$ cat src/hw/rtl/kct_pkg.sv
// shared types, constants and saturation helpers for the kalman tracker
package kct_pkg;

	localparam int FRAC_BITS = 16;
	localparam int COV_W = 48;
	localparam int ACC_W = 2 * COV_W + 4;
	localparam int WIDE_W = ACC_W + 2;
	localparam int DIG_W = 16;

	typedef logic signed [COV_W-1:0] cov_t;
	typedef logic signed [ACC_W-1:0] acc_t;
	typedef logic signed [WIDE_W-1:0] wide_t;
	typedef logic signed [31:0] s32_t;

	localparam logic [1:0] KIND_INIT = 2'd0;
	localparam logic [1:0] KIND_PREDICT = 2'd1;
	localparam logic [1:0] KIND_UPDATE = 2'd2;

	localparam logic [1:0] REG_Q_NOISE = 2'd0;
	localparam logic [1:0] REG_R_NOISE = 2'd1;
	localparam logic [1:0] REG_P_INIT = 2'd2;

	localparam logic [31:0] Q_NOISE_RST = 32'd3277;
	localparam logic [31:0] R_NOISE_RST = 32'd655360;
	localparam logic [31:0] P_INIT_RST = 32'd6553600;

	localparam wide_t COV_MAX_W = (wide_t'(1) <<< (COV_W - 1)) - wide_t'(1);
	localparam wide_t COV_MIN_W = -COV_MAX_W - wide_t'(1);
	localparam wide_t S32_MAX_W = (wide_t'(1) <<< 31) - wide_t'(1);
	localparam wide_t S32_MIN_W = -S32_MAX_W - wide_t'(1);

	typedef enum logic [3:0] {
		ST_IDLE,
		ST_PRED,
		ST_PREP,
		ST_DET,
		ST_GNUM,
		ST_GDIV,
		ST_SVU,
		ST_CVU,
		ST_COPY,
		ST_OUT
	} state_t;

	typedef struct packed {
		logic start;
		logic clr;
		logic sub;
		cov_t a;
		cov_t b;
	} mac_req_t;

	typedef struct packed {
		logic start;
		acc_t num;
		acc_t den;
	} div_req_t;

	function automatic cov_t sat_cov(wide_t v);
		cov_t r;
		if (v > COV_MAX_W) begin
			r = cov_t'(COV_MAX_W);
		end else if (v < COV_MIN_W) begin
			r = cov_t'(COV_MIN_W);
		end else begin
			r = cov_t'(v);
		end
		return r;
	endfunction

	function automatic s32_t sat32(wide_t v);
		s32_t r;
		if (v > S32_MAX_W) begin
			r = s32_t'(S32_MAX_W);
		end else if (v < S32_MIN_W) begin
			r = s32_t'(S32_MIN_W);
		end else begin
			r = s32_t'(v);
		end
		return r;
	endfunction

endpackage

$ cat src/hw/rtl/kct_mac.sv
// digit-serial signed multiply-accumulate unit
module kct_mac (
	input  logic              clk,
	input  logic              arst_n,
	input  kct_pkg::mac_req_t req,
	output logic              done,
	output kct_pkg::acc_t     acc
);

	localparam int ND = (kct_pkg::COV_W + kct_pkg::DIG_W - 1) / kct_pkg::DIG_W;
	localparam int BM_W = ND * kct_pkg::DIG_W;
	localparam int PP_W = kct_pkg::COV_W + kct_pkg::DIG_W;
	localparam int CNT_W = $clog2(ND + 1);

	logic [kct_pkg::COV_W-1:0] am_q;
	logic [BM_W-1:0]           bm_q;
	logic                      neg_q;
	logic [CNT_W-1:0]          cnt_q;
	logic [CNT_W-1:0]          psh_q;
	logic [PP_W-1:0]           pp_q;
	logic                      pv_q;
	logic                      busy_q;
	logic                      done_q;
	kct_pkg::acc_t             acc_q;
	kct_pkg::acc_t             addend;

	assign addend = kct_pkg::acc_t'(pp_q) << (kct_pkg::DIG_W * int'(psh_q));
	assign done = done_q;
	assign acc = acc_q;

	always_ff @(posedge clk or negedge arst_n) begin
		if (!arst_n) begin
			busy_q <= 1'b0;
			done_q <= 1'b0;
			pv_q <= 1'b0;
			cnt_q <= '0;
		end else if (req.start) begin
			busy_q <= 1'b1;
			done_q <= 1'b0;
			pv_q <= 1'b0;
			cnt_q <= '0;
		end else if (busy_q) begin
			pv_q <= (int'(cnt_q) < ND);
			cnt_q <= cnt_q + CNT_W'(1);
			if (int'(cnt_q) == ND) begin
				busy_q <= 1'b0;
				done_q <= 1'b1;
			end
		end else begin
			done_q <= 1'b0;
		end
	end

	always_ff @(posedge clk) begin
		if (req.start) begin
			am_q <= req.a[kct_pkg::COV_W-1] ? kct_pkg::COV_W'(-req.a) : kct_pkg::COV_W'(req.a);
			bm_q <= req.b[kct_pkg::COV_W-1] ? BM_W'(kct_pkg::COV_W'(-req.b))
				: BM_W'(kct_pkg::COV_W'(req.b));
			neg_q <= req.a[kct_pkg::COV_W-1] ^ req.b[kct_pkg::COV_W-1] ^ req.sub;
			if (req.clr) begin
				acc_q <= '0;
			end
		end else if (busy_q) begin
			if (int'(cnt_q) < ND) begin
				pp_q <= PP_W'(am_q) * PP_W'(bm_q[kct_pkg::DIG_W-1:0]);
				bm_q <= bm_q >> kct_pkg::DIG_W;
				psh_q <= cnt_q;
			end
			if (pv_q) begin
				acc_q <= neg_q ? acc_q - addend : acc_q + addend;
			end
		end
	end

endmodule

$ cat config.mk
export PLATFORM = sky130hd
export DESIGN_NAME = kct_mac
export DESIGN_NICKNAME = d
export VERILOG_FILES = /design/src/hw/rtl/kct_pkg.sv /design/src/hw/rtl/kct_mac.sv
export SDC_FILE = /design/constraint.sdc
export NUM_CORES = 2
export LEC_CHECK = 0
export BUFFER_PORTS_ARGS = -buffer_cell sky130_fd_sc_hd__buf_4
export CAP_MARGIN = 25
export CORE_AREA = 2 2 277 279
export CTS_BUF_LIST = sky130_fd_sc_hd__clkbuf_4 sky130_fd_sc_hd__clkbuf_8
export CTS_CLUSTER_DIAMETER = 80
export DETAILED_ROUTE_END_ITERATION = 10
export DIE_AREA = 0 0 279 281
export PLACE_DENSITY = 0.76
export SYNTH_ARGS = -nofsm -noshare
export SYNTH_HDL_FRONTEND = slang
export SYNTH_SLANG_ARGS = --single-unit
$ cat constraint.sdc
create_clock -name clk -period 10.4 [get_ports clk]
set_input_delay 2.6 -clock clk [delete_from_list [all_inputs] [get_ports clk]]
set_output_delay 2.6 -clock clk [all_outputs]
set_load 0.05 [all_outputs]
==> flow_summary_export.csv <==
group,metric,value,unit
worst_setup_path,critPathBufInv,4,
sta,finalSetupViolCount,0,
layout,finalNonFillerCells,6161,
worst_setup_path,rrSetupSlack,2460,ps
die,row_count,101,
cts,cts_made_buffers,52,
synth,synthFlopType,"edfxtp_1",
layout,area_delta_synth_final,7.18,%
die,die_w,279,µm
cts,cts_max_level,2,
route,drc,0,
synth,synth_area_leader_cell,"fa_1",
cts,cts-hold-fix-buffers,0,
synth,syn_area,44900,µm²
die,start_util,59.5,%
worst_setup_path,worstSetupStartpointType,"flop",
synth,ys_warn_count,0,
sta,rsz0062_at_grt,"no",
worst_setup_path,worst-endpoint-required,10830,ps
layout,fill_cells,6353,
cts,cts_tree,"built",
die,ioPinCount,202,
layout,fin_nets,6124,
worst_setup_path,timing.rr.start,"bm_q[1]",
synth,syn-instance-count,5112,
sta,maxSlewViolCount,0,
grt,grt_max_degree,101,
layout,regArea,8020,µm²
synth,ys_top_cells_by_area,"fa_1 29%, edfxtp_1 18%, ha_1 6.7%, nand2_1 6.3%, inv_1 6.3%",
placed_design,dp_cells,6062,
job,maxCapViolCount,0,
synth,synth_seq_cells,268,
worst_setup_path,crit_family,"adder cells",
synth,synthArstFlopShare,1.87,%
route,num_vias,37030,
route,viasPerCell,6.01,
route,drtIter0Drc,3382,
cts,clk_latency,700,ps
worst_hold_path,whs_endpoint,"psh_q[1]",
grt,grtUsageTotal,33.4,%
grt,grt-ovfl-total,0,
synth,synth_edf_count,263,
run_status,status,"finished, final reports clean",
worst_hold_path,hold_class,"reg2reg",
sta,hold_viol,0,
sta,timing.final.crit_share,76.3,%
worst_setup_path,crit_top_cell,"fa_1",
sta,tns,0,ps
cts,root_buffer,"clkbuf_8",
sta,fin_crit,7940,ps
sta,fmax,126,MHz
cts,clock_path_buffers,3,
sta,skew,72.8,ps
grt,grt_pass1_vias,37549,
worst_setup_path,slowest_delay,870,ps
cts,cts.sinks,268,
die,die_y,281,µm
synth,synth_fp_nets,6095,
worst_setup_path,worstSetupPathType,"reg2reg",
die,die-area,78400,µm²
cts,clk_pin_slew,70,ps
cts,post-cts-setup-buffers,0,
synth,synth_area_per_cell,8.78,µm²
sta,tightest_slew,1100,ps
sta,relSlewSlack,26.7,%
worst_hold_path,min_from,"cnt_q[1]",
worst_hold_path,whs_path_depth,0,
route,avgRoutedWirePerCell,21.0,µm
layout,multi_input_area,33000,µm²
cts,cts.repair.resized,0,
worst_setup_path,reg2reg_to,"pp_q[39]",
route,drtPass1Iterations,6,
sta,fin_hold_ws,478,ps
route,antenna_left,0,
placed_design,io_buffers,201,
grt,antenna_found_initial,1,
layout,drive_above_1_share,7.91,%
worst_setup_path,reg2reg_depth,22,
worst_setup_path,cp_max_fo,21,
placed_design,gp_congestion,1.00,
die,coreArea,75400,µm²
synth,yosys.cell_types.count,91,
worst_setup_path,critPathCaptureType,"flop",
grt,grt_pass1_wl,204000,µm
placed_design,hpwlAfterDp,100000,µm
synth,yosysSeqAreaShare,17.9,%
worst_setup_path,cp_cell_sequence,"buf_4, nand2_1, fa_1, fa_1, inv_1, fa_1, ha_1, inv_1, fa_1, fa_1, inv_1, ha_1, a2111oi_0, o21ai_0, a41oi_1, o21ai_0, a41o_1, a211o_1, a41oi_1, nor2_1, a221oi_1, xnor2_1",
worst_setup_path,critical_path_arrival,8370,ps
worst_setup_path,slowest_stage,"edfxtp_1",
route,drt_wl_total,129000,µm
layout,post-route-util,63.8,%
synth,synth_top_area_share,28.7,%
==> cell usage after synthesis (all sizes together) (24+ instances only) <==
cell type	n
nand2	756
inv	753
fa	643
nor2	319
a21oi	309
and2	276
edfxtp	263
clkbuf	240
ha	239
xnor2	192
o21ai	175
xor2	128
a21o	74
nand4	61
nor3	48
a31oi	43
o21bai	42
o31ai	37
nand3	34
mux2i	33
buf	31
mux2	27
nor2b	27
and3	26
or4	25
nor4	24
==> metal layers <==
layer  up-vias  part of all wire [%]  track usage [%]
met2      1734                    48             55.8
met1     18187                    39             42.7
li1      16718                     -                -
met5         -                     0                0
met3       391                   8.2             5.53
met4         0                   5.2             15.3
==> final cells by class <==
class / count / area share [%]
inverter: 755 / 5.89
antenna: 1 / 0.00520
timing repair buffer: 246 / 4.02
sequential: 268 / 16.7
tap: 978 / 2.54
multi-input combinational: 3818 / 68.5
clock buffer: 67 / 1.76
clock inverter: 28 / 0.567
==> stage by stage <==
step,worst slack [ps],cell area (µm²)
after floorplan,2370,44900
after global placement,2200,46900
after detailed placement,2580,46900
after CTS,2490,48000
after global routing,2040,48100
final,2460,48100
==> registers in the layout (all words and copies together), names as in the netlist <==
signal,flops
neg_q,1
done,1
pp_q,64
psh_q,2
acc,100
am_q,48
bm_q,48
pv_q,1
cnt_q,2
busy_q,1
==> how the worst max path moves through the flow <==
stage,startpoint,endpoint,slack [ps],cells past startpoint
final,bm_q[1],pp_q[39],2460,22
after detailed placement,bm_q[1],pp_q[63],2580,22
after floorplan,req[98],acc[0],2370,3
after global placement,bm_q[1],pp_q[60],2200,21
after global routing,psh_q[0],acc[92],2040,20
after CTS,bm_q[1],pp_q[63],2490,22
==> worst register-to-register path, cell delays in order (launching register included) <==
cell and delay, ps:
edfxtp_1 870, buf_4 460, nand2_1 140, fa_1 550, fa_1 560, inv_1 60
fa_1 450, ha_1 280, inv_1 50, fa_1 470, fa_1 500, inv_1 40
ha_1 360, a2111oi_0 340, o21ai_0 260, a41oi_1 380, o21ai_0 240, a41o_1 320
a211o_1 300, a41oi_1 360, nor2_1 130, a221oi_1 410, xnor2_1 100
==> layout by cell type (no fill, tap or decap), types with 42 or more instances in the layout <==
cell type	n
nand2_1	755
inv_1	753
fa_1	643
nor2_1	318
a21oi_1	309
and2_1	274
edfxtp_1	263
ha_1	239
buf_4	239
xnor2_1	192
o21ai_0	172
xor2_1	128
a21o_1	74
nand4_1	60
clkbuf_8	56
nor3_1	48
a31oi_1	43
o21bai_1	42
==> cells by family after synthesis <==
kind of cell	count (synthesis)	share of synthesized area, %
AOI/OAI and AO/OA	873	12.2
xor gates and xnor gates	320	6.24
adders and majority gates	882	35.3
buffers and inverters	1026	8.72
DFF	268	17.9
muxes	74	2.12
and+or+nand+nor	1669	17.5
Power is not shown: default switching activity piles up to over one toggle a cycle in this logic, so the estimate is an artifact.
