--- src/hw/rtl/kct_pkg.sv ---
// shared types, constants and saturation helpers for the kalman tracker
package kct_pkg;

	localparam int FRAC_BITS = 16;
	localparam int COV_W = 48;
	localparam int ACC_W = 2 * COV_W + 4;
	localparam int WIDE_W = ACC_W + 2;
	localparam int DIG_W = 16;

	typedef logic signed [COV_W-1:0] cov_t;
	typedef logic signed [ACC_W-1:0] acc_t;
	typedef logic signed [WIDE_W-1:0] wide_t;
	typedef logic signed [31:0] s32_t;

	localparam logic [1:0] KIND_INIT = 2'd0;
	localparam logic [1:0] KIND_PREDICT = 2'd1;
	localparam logic [1:0] KIND_UPDATE = 2'd2;

	localparam logic [1:0] REG_Q_NOISE = 2'd0;
	localparam logic [1:0] REG_R_NOISE = 2'd1;
	localparam logic [1:0] REG_P_INIT = 2'd2;

	localparam logic [31:0] Q_NOISE_RST = 32'd3277;
	localparam logic [31:0] R_NOISE_RST = 32'd655360;
	localparam logic [31:0] P_INIT_RST = 32'd6553600;

	localparam wide_t COV_MAX_W = (wide_t'(1) <<< (COV_W - 1)) - wide_t'(1);
	localparam wide_t COV_MIN_W = -COV_MAX_W - wide_t'(1);
	localparam wide_t S32_MAX_W = (wide_t'(1) <<< 31) - wide_t'(1);
	localparam wide_t S32_MIN_W = -S32_MAX_W - wide_t'(1);

	typedef enum logic [3:0] {
		ST_IDLE,
		ST_PRED,
		ST_PREP,
		ST_DET,
		ST_GNUM,
		ST_GDIV,
		ST_SVU,
		ST_CVU,
		ST_COPY,
		ST_OUT
	} state_t;

	typedef struct packed {
		logic start;
		logic clr;
		logic sub;
		cov_t a;
		cov_t b;
	} mac_req_t;

	typedef struct packed {
		logic start;
		acc_t num;
		acc_t den;
	} div_req_t;

	function automatic cov_t sat_cov(wide_t v);
		cov_t r;
		if (v > COV_MAX_W) begin
			r = cov_t'(COV_MAX_W);
		end else if (v < COV_MIN_W) begin
			r = cov_t'(COV_MIN_W);
		end else begin
			r = cov_t'(v);
		end
		return r;
	endfunction

	function automatic s32_t sat32(wide_t v);
		s32_t r;
		if (v > S32_MAX_W) begin
			r = s32_t'(S32_MAX_W);
		end else if (v < S32_MIN_W) begin
			r = s32_t'(S32_MIN_W);
		end else begin
			r = s32_t'(v);
		end
		return r;
	endfunction

endpackage

--- src/hw/rtl/kct_div.sv ---
// restoring divider producing a saturated fixed-point gain
module kct_div (
	input  logic              clk,
	input  logic              arst_n,
	input  kct_pkg::div_req_t req,
	output logic              done,
	output kct_pkg::s32_t     k
);

	localparam int NUM_W = kct_pkg::ACC_W + kct_pkg::FRAC_BITS;
	localparam int CNT_W = $clog2(NUM_W + 1);

	logic [NUM_W-1:0]          dv_q;
	logic [kct_pkg::ACC_W-1:0] rem_q;
	logic [kct_pkg::ACC_W-1:0] den_q;
	logic [31:0]               quo_q;
	logic                      big_q;
	logic                      neg_q;
	logic [CNT_W-1:0]          cnt_q;
	logic                      busy_q;
	logic                      done_q;
	logic [kct_pkg::ACC_W-1:0] rem_sh;
	logic                      ge;
	logic                      big;

	assign rem_sh = {rem_q[kct_pkg::ACC_W-2:0], dv_q[NUM_W-1]};
	assign ge = (rem_sh >= den_q);
	assign big = big_q | quo_q[31];
	assign done = done_q;

	always_comb begin
		if (neg_q) begin
			k = big ? 32'sh8000_0000 : -kct_pkg::s32_t'(quo_q);
		end else begin
			k = big ? 32'sh7fff_ffff : kct_pkg::s32_t'(quo_q);
		end
	end

	always_ff @(posedge clk or negedge arst_n) begin
		if (!arst_n) begin
			busy_q <= 1'b0;
			done_q <= 1'b0;
			cnt_q <= '0;
		end else if (req.start) begin
			busy_q <= 1'b1;
			done_q <= 1'b0;
			cnt_q <= CNT_W'(NUM_W);
		end else if (busy_q) begin
			cnt_q <= cnt_q - CNT_W'(1);
			if (cnt_q == CNT_W'(1)) begin
				busy_q <= 1'b0;
				done_q <= 1'b1;
			end
		end else begin
			done_q <= 1'b0;
		end
	end

	always_ff @(posedge clk) begin
		if (req.start) begin
			neg_q <= req.num[kct_pkg::ACC_W-1];
			dv_q <= {(req.num[kct_pkg::ACC_W-1] ? kct_pkg::ACC_W'(-req.num)
				: kct_pkg::ACC_W'(req.num)), kct_pkg::FRAC_BITS'(0)};
			den_q <= kct_pkg::ACC_W'(req.den);
			rem_q <= '0;
			quo_q <= '0;
			big_q <= 1'b0;
		end else if (busy_q) begin
			rem_q <= ge ? rem_sh - den_q : rem_sh;
			dv_q <= dv_q << 1;
			quo_q <= {quo_q[30:0], ge};
			big_q <= big_q | quo_q[31];
		end
	end

endmodule

--- config.mk ---
export PLATFORM = sky130hd
export DESIGN_NAME = kct_div
export DESIGN_NICKNAME = d
export VERILOG_FILES = /design/src/hw/rtl/kct_pkg.sv /design/src/hw/rtl/kct_div.sv
export SDC_FILE = /design/constraint.sdc
export NUM_CORES = 1
export LEC_CHECK = 0
export BUFFER_PORTS_ARGS = -buffer_cell sky130_fd_sc_hd__buf_2
export CAP_MARGIN = 20
export CORE_AREA = 2 2 259 261
export DETAILED_ROUTE_END_ITERATION = 8
export DIE_AREA = 0 0 261 263
export PLACE_DENSITY = 0.59
export SETUP_SLACK_MARGIN = 0.4
export SLEW_MARGIN = 0
export SYNTH_ARGS = -nofsm -noshare
export SYNTH_HDL_FRONTEND = slang
export SYNTH_SLANG_ARGS = --single-unit
--- constraint.sdc ---
create_clock -name clk -period 6.2 [get_ports clk]
set_input_delay 0.62 -clock clk [delete_from_list [all_inputs] [get_ports clk]]
set_output_delay 0.62 -clock clk [all_outputs]
set_load 0.1 [all_outputs]
==> results of run 1 <==
layout by cell type (no fill, tap or decap), types with 18 or more instances in the layout:
cell	Yosys	routed
nand3_1	29	29
edfxtp_1	201	201
or3_1	34	34
a21o_1	36	36
dfxtp_1	132	132
o21ai_0	134	134
nand2b_1	23	23
a21oi_1	248	248
o31ai_1	39	39
xnor2_1	81	81
clkbuf_16	0	44
buf_2	13	234
nand2_1	311	311
nor3_1	44	44
mux2i_1	43	43
nand4_1	57	57
o21bai_1	31	31
a31oi_1	19	19
nor2b_1	21	21
nor2_1	311	310
mux2_2	21	21
xor2_1	126	126
ha_1	104	104
o41ai_1	18	18
a311oi_1	45	45
inv_1	150	149
logic make-up after synthesis:
| family | Yosys count |
|---|---|
| muxes | 64 |
| DFF | 342 |
| and+or+nand+nor | 922 |
| adders and majority gates | 105 |
| buffers and inverters | 301 |
| xor gates and xnor gates | 207 |
| AOI/OAI and AO/OA | 722 |
worst min-delay path by stage:
stage / startpoint / to / slack [ps]
after floorplan: arst_n / busy_q$_DFF_PN0_ / 320
after global placement: big_q$_SDFFE_PP0P_ / big_q$_SDFFE_PP0P_ / 470
after detailed placement: rem_q[29]$_SDFFE_PP0P_ / rem_q[29]$_SDFFE_PP0P_ / 470
after CTS: req[97] / den_q[97]$_DFFE_PP_ / 170
after global routing: req[32] / den_q[32]$_DFFE_PP_ / 180
final: req[97] / den_q[97]$_DFFE_PP_ / 210
power groups by stage:
stage	sequential [mW]	combinational, mW	clock [mW]
floorplan	2.65	0.432	0
global placement	2.66	0.662	0
detailed placement	2.66	0.661	0
CTS	2.62	0.666	2.63
global route	2.63	0.746	2.70
finish	2.61	0.665	2.55
synth_stat cells, types with 29 or more instances:
master    instances
a21o_1           36
a21oi_1         248
a311oi_1         45
clkbuf_1        119
dfxtp_1         132
edfxtp_1        201
ha_1            104
inv_1           150
mux2i_1          43
nand2_1         311
nand3_1          29
nand4_1          57
nor2_1          311
nor3_1           44
o21ai_0         134
o21bai_1         31
o31ai_1          39
or3_1            34
xnor2_1          81
xor2_1          126
metal layers:
metal,share of wire [%],up-vias,track usage (%)
met4,2.7,20,5.67
met3,6.4,116,3.94
li1,-,9905,-
met1,46,9297,25.4
met5,0.19,-,0
met2,45,534,29.3
registers in the layout (all words and copies together) (netlist names):
register,flops
big_q,1
busy_q,1
cnt_q,7
den_q,100
done,1
dv_q,100
neg_q,1
quo_q,32
rem_q,99
timing repair:
action                                  4_1_cts  5_1_grt
hold buffers                                  1        0
hold endpoints to repair                      9        0
endpoints found under the setup margin        0        0
through the flow:
step                power [mW]  utilization (%)  instance area [µm²]  std cells  worst slack, ps
finish                    5.83             39.8                26100       3709             1440
global route              6.08             39.8                26100       3707             1140
CTS                       5.91             39.8                26100       3705             1400
detailed placement        3.32             37.6                24700       3627             1800
global placement          3.32             37.6                24700       3627             1910
floorplan                 3.08                -                22900       2663             1020
area by class of cell:
| cell class | count | area, µm² | area share [%] |
|---|---|---|---|
| Clock buffer | 56 | 1180 | 4.51 |
| Timing Repair Buffer | 252 | 1330 | 5.09 |
| Antenna cell | 4 | 10.0 | 0.0383 |
| Inverter | 150 | 566 | 2.17 |
| Multi-Input combinational cell | 2020 | 12800 | 49.1 |
| Clock inverter | 21 | 229 | 0.877 |
| Sequential cell | 342 | 8910 | 34.1 |
| Tap cell | 864 | 1080 | 4.14 |
==> results.toml, run 1 <==
[status]
status = "finished, final reports clean"

[logic_synthesis]
ys_seq_area_share_pct = 38.9
synth.avg_cell_area_um2 = 8.60
synthAdderAreaFrac_pct = 5.77
synth_xor_area_share_pct = 7.92
synth_area_leader_cell = "edfxtp_1"
syn-cell-area_um2 = 22900
ys.flop_type = "edfxtp_1"
synth_compound_area_share_pct = 20.7
muxShareOfSynthArea_pct = 2.91
ys_top_cells_by_area = "edfxtp_1 (26%), dfxtp_1 (12%), ha_1 (5.7%), a21oi_1 (5.4%), nand2_1 (5.1%)"
synth-edff-count = 201
syn_nets = 2971
synth.distinct_cells = 91
async_flop_share_pct = 2.63
synth-seq-cells = 342
yosysTopAreaCellShare_pct = 26.4
synth-simple-area-share_pct = 18.6
synth_top_family_by_area = "compound AO/OA/AOI/OAI gates"
syn_inst = 2663
ys.warnings.count = 0

[critical_path]
arrival_ps = 4140
critical-path-slowest-cell = "buf_2"
worst-setup-path-type = "flop to output port"
timing.rr.end = "rem_q[70]$_SDFFE_PP0P_"
cp_num_buf_inv = 1
crit_family = "simple AND/OR/NAND/NOR gates"
critPathMostFrequentCell = "or3_1"
cp-endpoint = "k[25]"
start_kind = "flop"
worstPathCellList = "or3_1 > or3_1 > or3_1 > or3_1 > nor4_2 > nand2_1 > or3_1 > o31ai_1 > xor2_1 > buf_2"
r2r_setup_slack_ps = 1760
r2r_start = "dv_q[115]$_DFFE_PP_"
crit_fanout = 7
crit_required_ps = 5580
worst-path-stages = 10
cp_slowest_stage_delay_ps = 440
worstRegToRegCells = 14
crit_start = "quo_q[2]$_SDFFE_PP0P_"
cp-end-kind = "output port"

[timing]
fin_crit_sh_pct = 76.8
worst_pin_slew_ps = 1090
slew_violations = 0
slew_headroom_pct = 27.4
rsz0062_at_grt = "no"
min_period_ps = 4760
tns_ps = 0
setup_viol = 0
fmax_mhz = 210
hold_slack_ps = 208
finClkSkew_ps = 31.9
hold_violations = 0

[power]
peakVddDrop_mv = 0.139
p_seq_share_pct = 44.9
swShare_pct = 25.7
p_leak_nw = 10.6
powerDensity_nw_per_um2 = 223
p_comb_share_pct = 11.4
internal_power_mw = 4.33
switching_power_mw = 1.50
pwr-share-clk_pct = 43.7

[run]
cap_violations = 0

[floorplan]
start_util_pct = 34.9
die_area_um2 = 68600
row_count = 94
io_pins = 236
core_um2 = 65600
die_y_um = 263
die_w_um = 261

[cts]
post_cts_buffers = 0
clock_latency_ps = 590
root_buffer = "clkbuf_16"
cts_resized = 0
h-tree-depth = 2
clk_pin_slew_ps = 60
cts_sinks = 342
cts_tree = "built"
cts_buffer_depth = 3
cts_buffers = 42

[global_route]
grt_max_degree = 211
grt_pass1_vias = 19100
grt_pass1_wl_um = 104000
grt_util_all_layers_pct = 18.6
overflow = 0
antenna_found_initial = 15

[detailed_routing]
totalWireLength_um = 65100
drt_pass1_iterations = 6
routedWlPerCell_um = 17.5
postRouteAntennaNets = 0
vias_per_cell = 5.36
vias = 19900
drt_iter0_drc = 1584
drcViolationCount = 0

[placement]
port_buffers = 235
hpwl_um = 47200
globalplace.congestion = 0.946

[hold_path]
hold_path_class = "input port to flop"
hold_depth = 1

[final_layout]
fillers = 6782
nets = 3116
drive_gt1_share_pct = 13.9
area_delta_synth_final_pct = 14.0
(Power assumes the default switching activity.)
==> run 2: changes to the inputs <==
- clock period: 6.2 -> 4.7 ns (I/O delays scaled with it)
==> run 2 against run 1 <==
  * First-iteration DRC count up 3.3%
  * Sequential cell count unchanged
  * Setup slack worse by 970 ps
  * Power up 35%
  * Worst hold slack worse by 160 ps
  * Die area unchanged
  * Core utilization up 0.64 points
  * Register-to-register slack worse by 1100 ps
  * Largest power group is now the clock network
==> results.toml, run 2 (synthesized netlist as in run 1, its figures left out) <==
[detailed_routing]
drt_iter0_drc = 1637
postRouteAntennaNets = 0
totalWireLength_um = 65700
drcViolationCount = 0
routedWlPerCell_um = 17.6
drt_pass1_iterations = 5
vias_per_cell = 5.38
vias = 20000

[cts]
root_buffer = "clkbuf_16"
cts_buffers = 42
clock_latency_ps = 590
h-tree-depth = 2
cts_buffer_depth = 3
clk_pin_slew_ps = 60
cts_sinks = 342
cts_tree = "built"

[global_route]
grt_max_degree = 187
grt_util_all_layers_pct = 18.6
antenna_found_initial = 21
overflow = 0
grt_pass1_wl_um = 104000
grt_pass1_vias = 19300

[critical_path]
crit_start = "quo_q[2]$_SDFFE_PP0P_"
start_kind = "flop"
worst-setup-path-type = "flop to output port"
cp-end-kind = "output port"
crit_fanout = 7
crit_required_ps = 4230
worstRegToRegCells = 13
arrival_ps = 3770
r2r_start = "den_q[31]$_DFFE_PP_"

[timing]
tns_ps = 0
slew_violations = 0
finClkSkew_ps = 31.0
rsz0062_at_grt = "yes"
hold_slack_ps = 48.1
min_period_ps = 4240
fmax_mhz = 236
slew_headroom_pct = 36.6
fin_crit_sh_pct = 90.1
worst_pin_slew_ps = 951
setup_viol = 0
hold_violations = 0

[run]
cap_violations = 0

[power]
internal_power_mw = 5.84
powerDensity_nw_per_um2 = 296
p_seq_share_pct = 44.0
swShare_pct = 25.6
peakVddDrop_mv = 0.283
p_comb_share_pct = 11.1
pwr-share-clk_pct = 44.8
switching_power_mw = 2.01
p_leak_nw = 10.7

[placement]
globalplace.congestion = 0.890
hpwl_um = 46900
port_buffers = 235

[final_layout]
drive_gt1_share_pct = 14.8
final_cell_mix = "nand2_1 (311), nor2_1 (310), a21oi_1 (248), buf_2 (227), edfxtp_1 (201)"
area_delta_synth_final_pct = 15.9
fillers = 6720
nets = 3125
multi_input_area_um2 = 13000
reg_top3 = "den_q (100), dv_q (100), rem_q (99)"
final_common_cell = "nand2_1"
final-seq-area_um2 = 8910

[hold_path]
hp-start = "req[88]"
hold_depth = 1
hold_path_class = "input port to flop"

[floorplan]
core_um2 = 65600
die_w_um = 261
die_y_um = 263
start_util_pct = 34.9
die_area_um2 = 68600
io_pins = 236
row_count = 94

[status]
status = "finished, final reports clean"
==> run 2: cell types whose count changed in the layout (fill, tap and decap cells not counted), moves of 5 or more <==
cell	change
xor2_1	-5
or3_1	-5
or3_4	+5
buf_4	+6
buf_2	-7
xor2_2	+5
buf_12	+5
diode_2	+6
==> run 2: final timing paths <==
check                                              end  slack, ps
worst min-delay path               den_q[88]$_DFFE_PP_         50
worst max-delay path                             k[25]        460
worst max register to register  rem_q[91]$_SDFFE_PP0P_        710
min in group asynchronous         cnt_q[3]$_DFFE_PN0P_        300
worst min register to register  rem_q[55]$_SDFFE_PP0P_        490
max in group asynchronous             busy_q$_DFF_PN0_       4200
==> run 2: metal layers <==
metal | share of wire, % | track usage (%) | vias to the layer above
met2 | 45 | 29.2 | 511
met5 | 0.25 | 0 | -
met1 | 46 | 25.4 | 9457
met4 | 2.7 | 5.48 | 26
li1 | - | - | 9918
met3 | 6.3 | 4.30 | 122
==> run 2: layout make-up <==
cell class / count / share of cell area (%)
clock buffers: 54 / 4.29
inverters: 150 / 2.13
clock inverters: 23 / 1.35
multi-input cells: 2021 / 48.9
diodes: 10 / 0.0943
repair buffers: 260 / 5.58
flip-flops and latches: 342 / 33.6
well taps: 864 / 4.08
==> run 2: metrics by stage <==
stage	instance area (µm²)	util (%)	worst slack (ps)	total power, mW	std cells
2_1_floorplan	23000	-	400	4.06	2663
3_3_place_gp	24800	37.8	534	4.38	3634
3_5_place_dp	24800	37.8	433	4.38	3634
4_1_cts	26400	40.2	383	7.96	3712
5_1_grt	26500	40.4	283	8.19	3721
6_report	26500	40.4	464	7.85	3724
==> run 2: worst max-delay path: stages (launching register included) <==
cell     delay (ps)
dfxtp_2         350
or3_4           390
or3_4           340
or3_4           340
or3_4           360
nor4_4          190
nand2_1         120
or3_4           400
o31ai_4         270
xor2_2          210
buf_12          200
==> run 2: power groups by stage <==
stage	Combinational, mW	Clock (mW)	Sequential (mW)
after CTS	0.873	3.63	3.46
after detailed placement	0.867	0	3.52
after floorplan	0.570	0	3.49
after global placement	0.869	0	3.51
final	0.875	3.52	3.45
after global routing	0.980	3.73	3.47
==> run 2: timing repair <==
action,CTS,global route
gates cloned,0,1
setup buffers,0,1
endpoints found under the hold margin,9,0
hold buffers,1,0
gates resized for setup,17,18
pin swaps,0,3
setup endpoints to repair,10,34
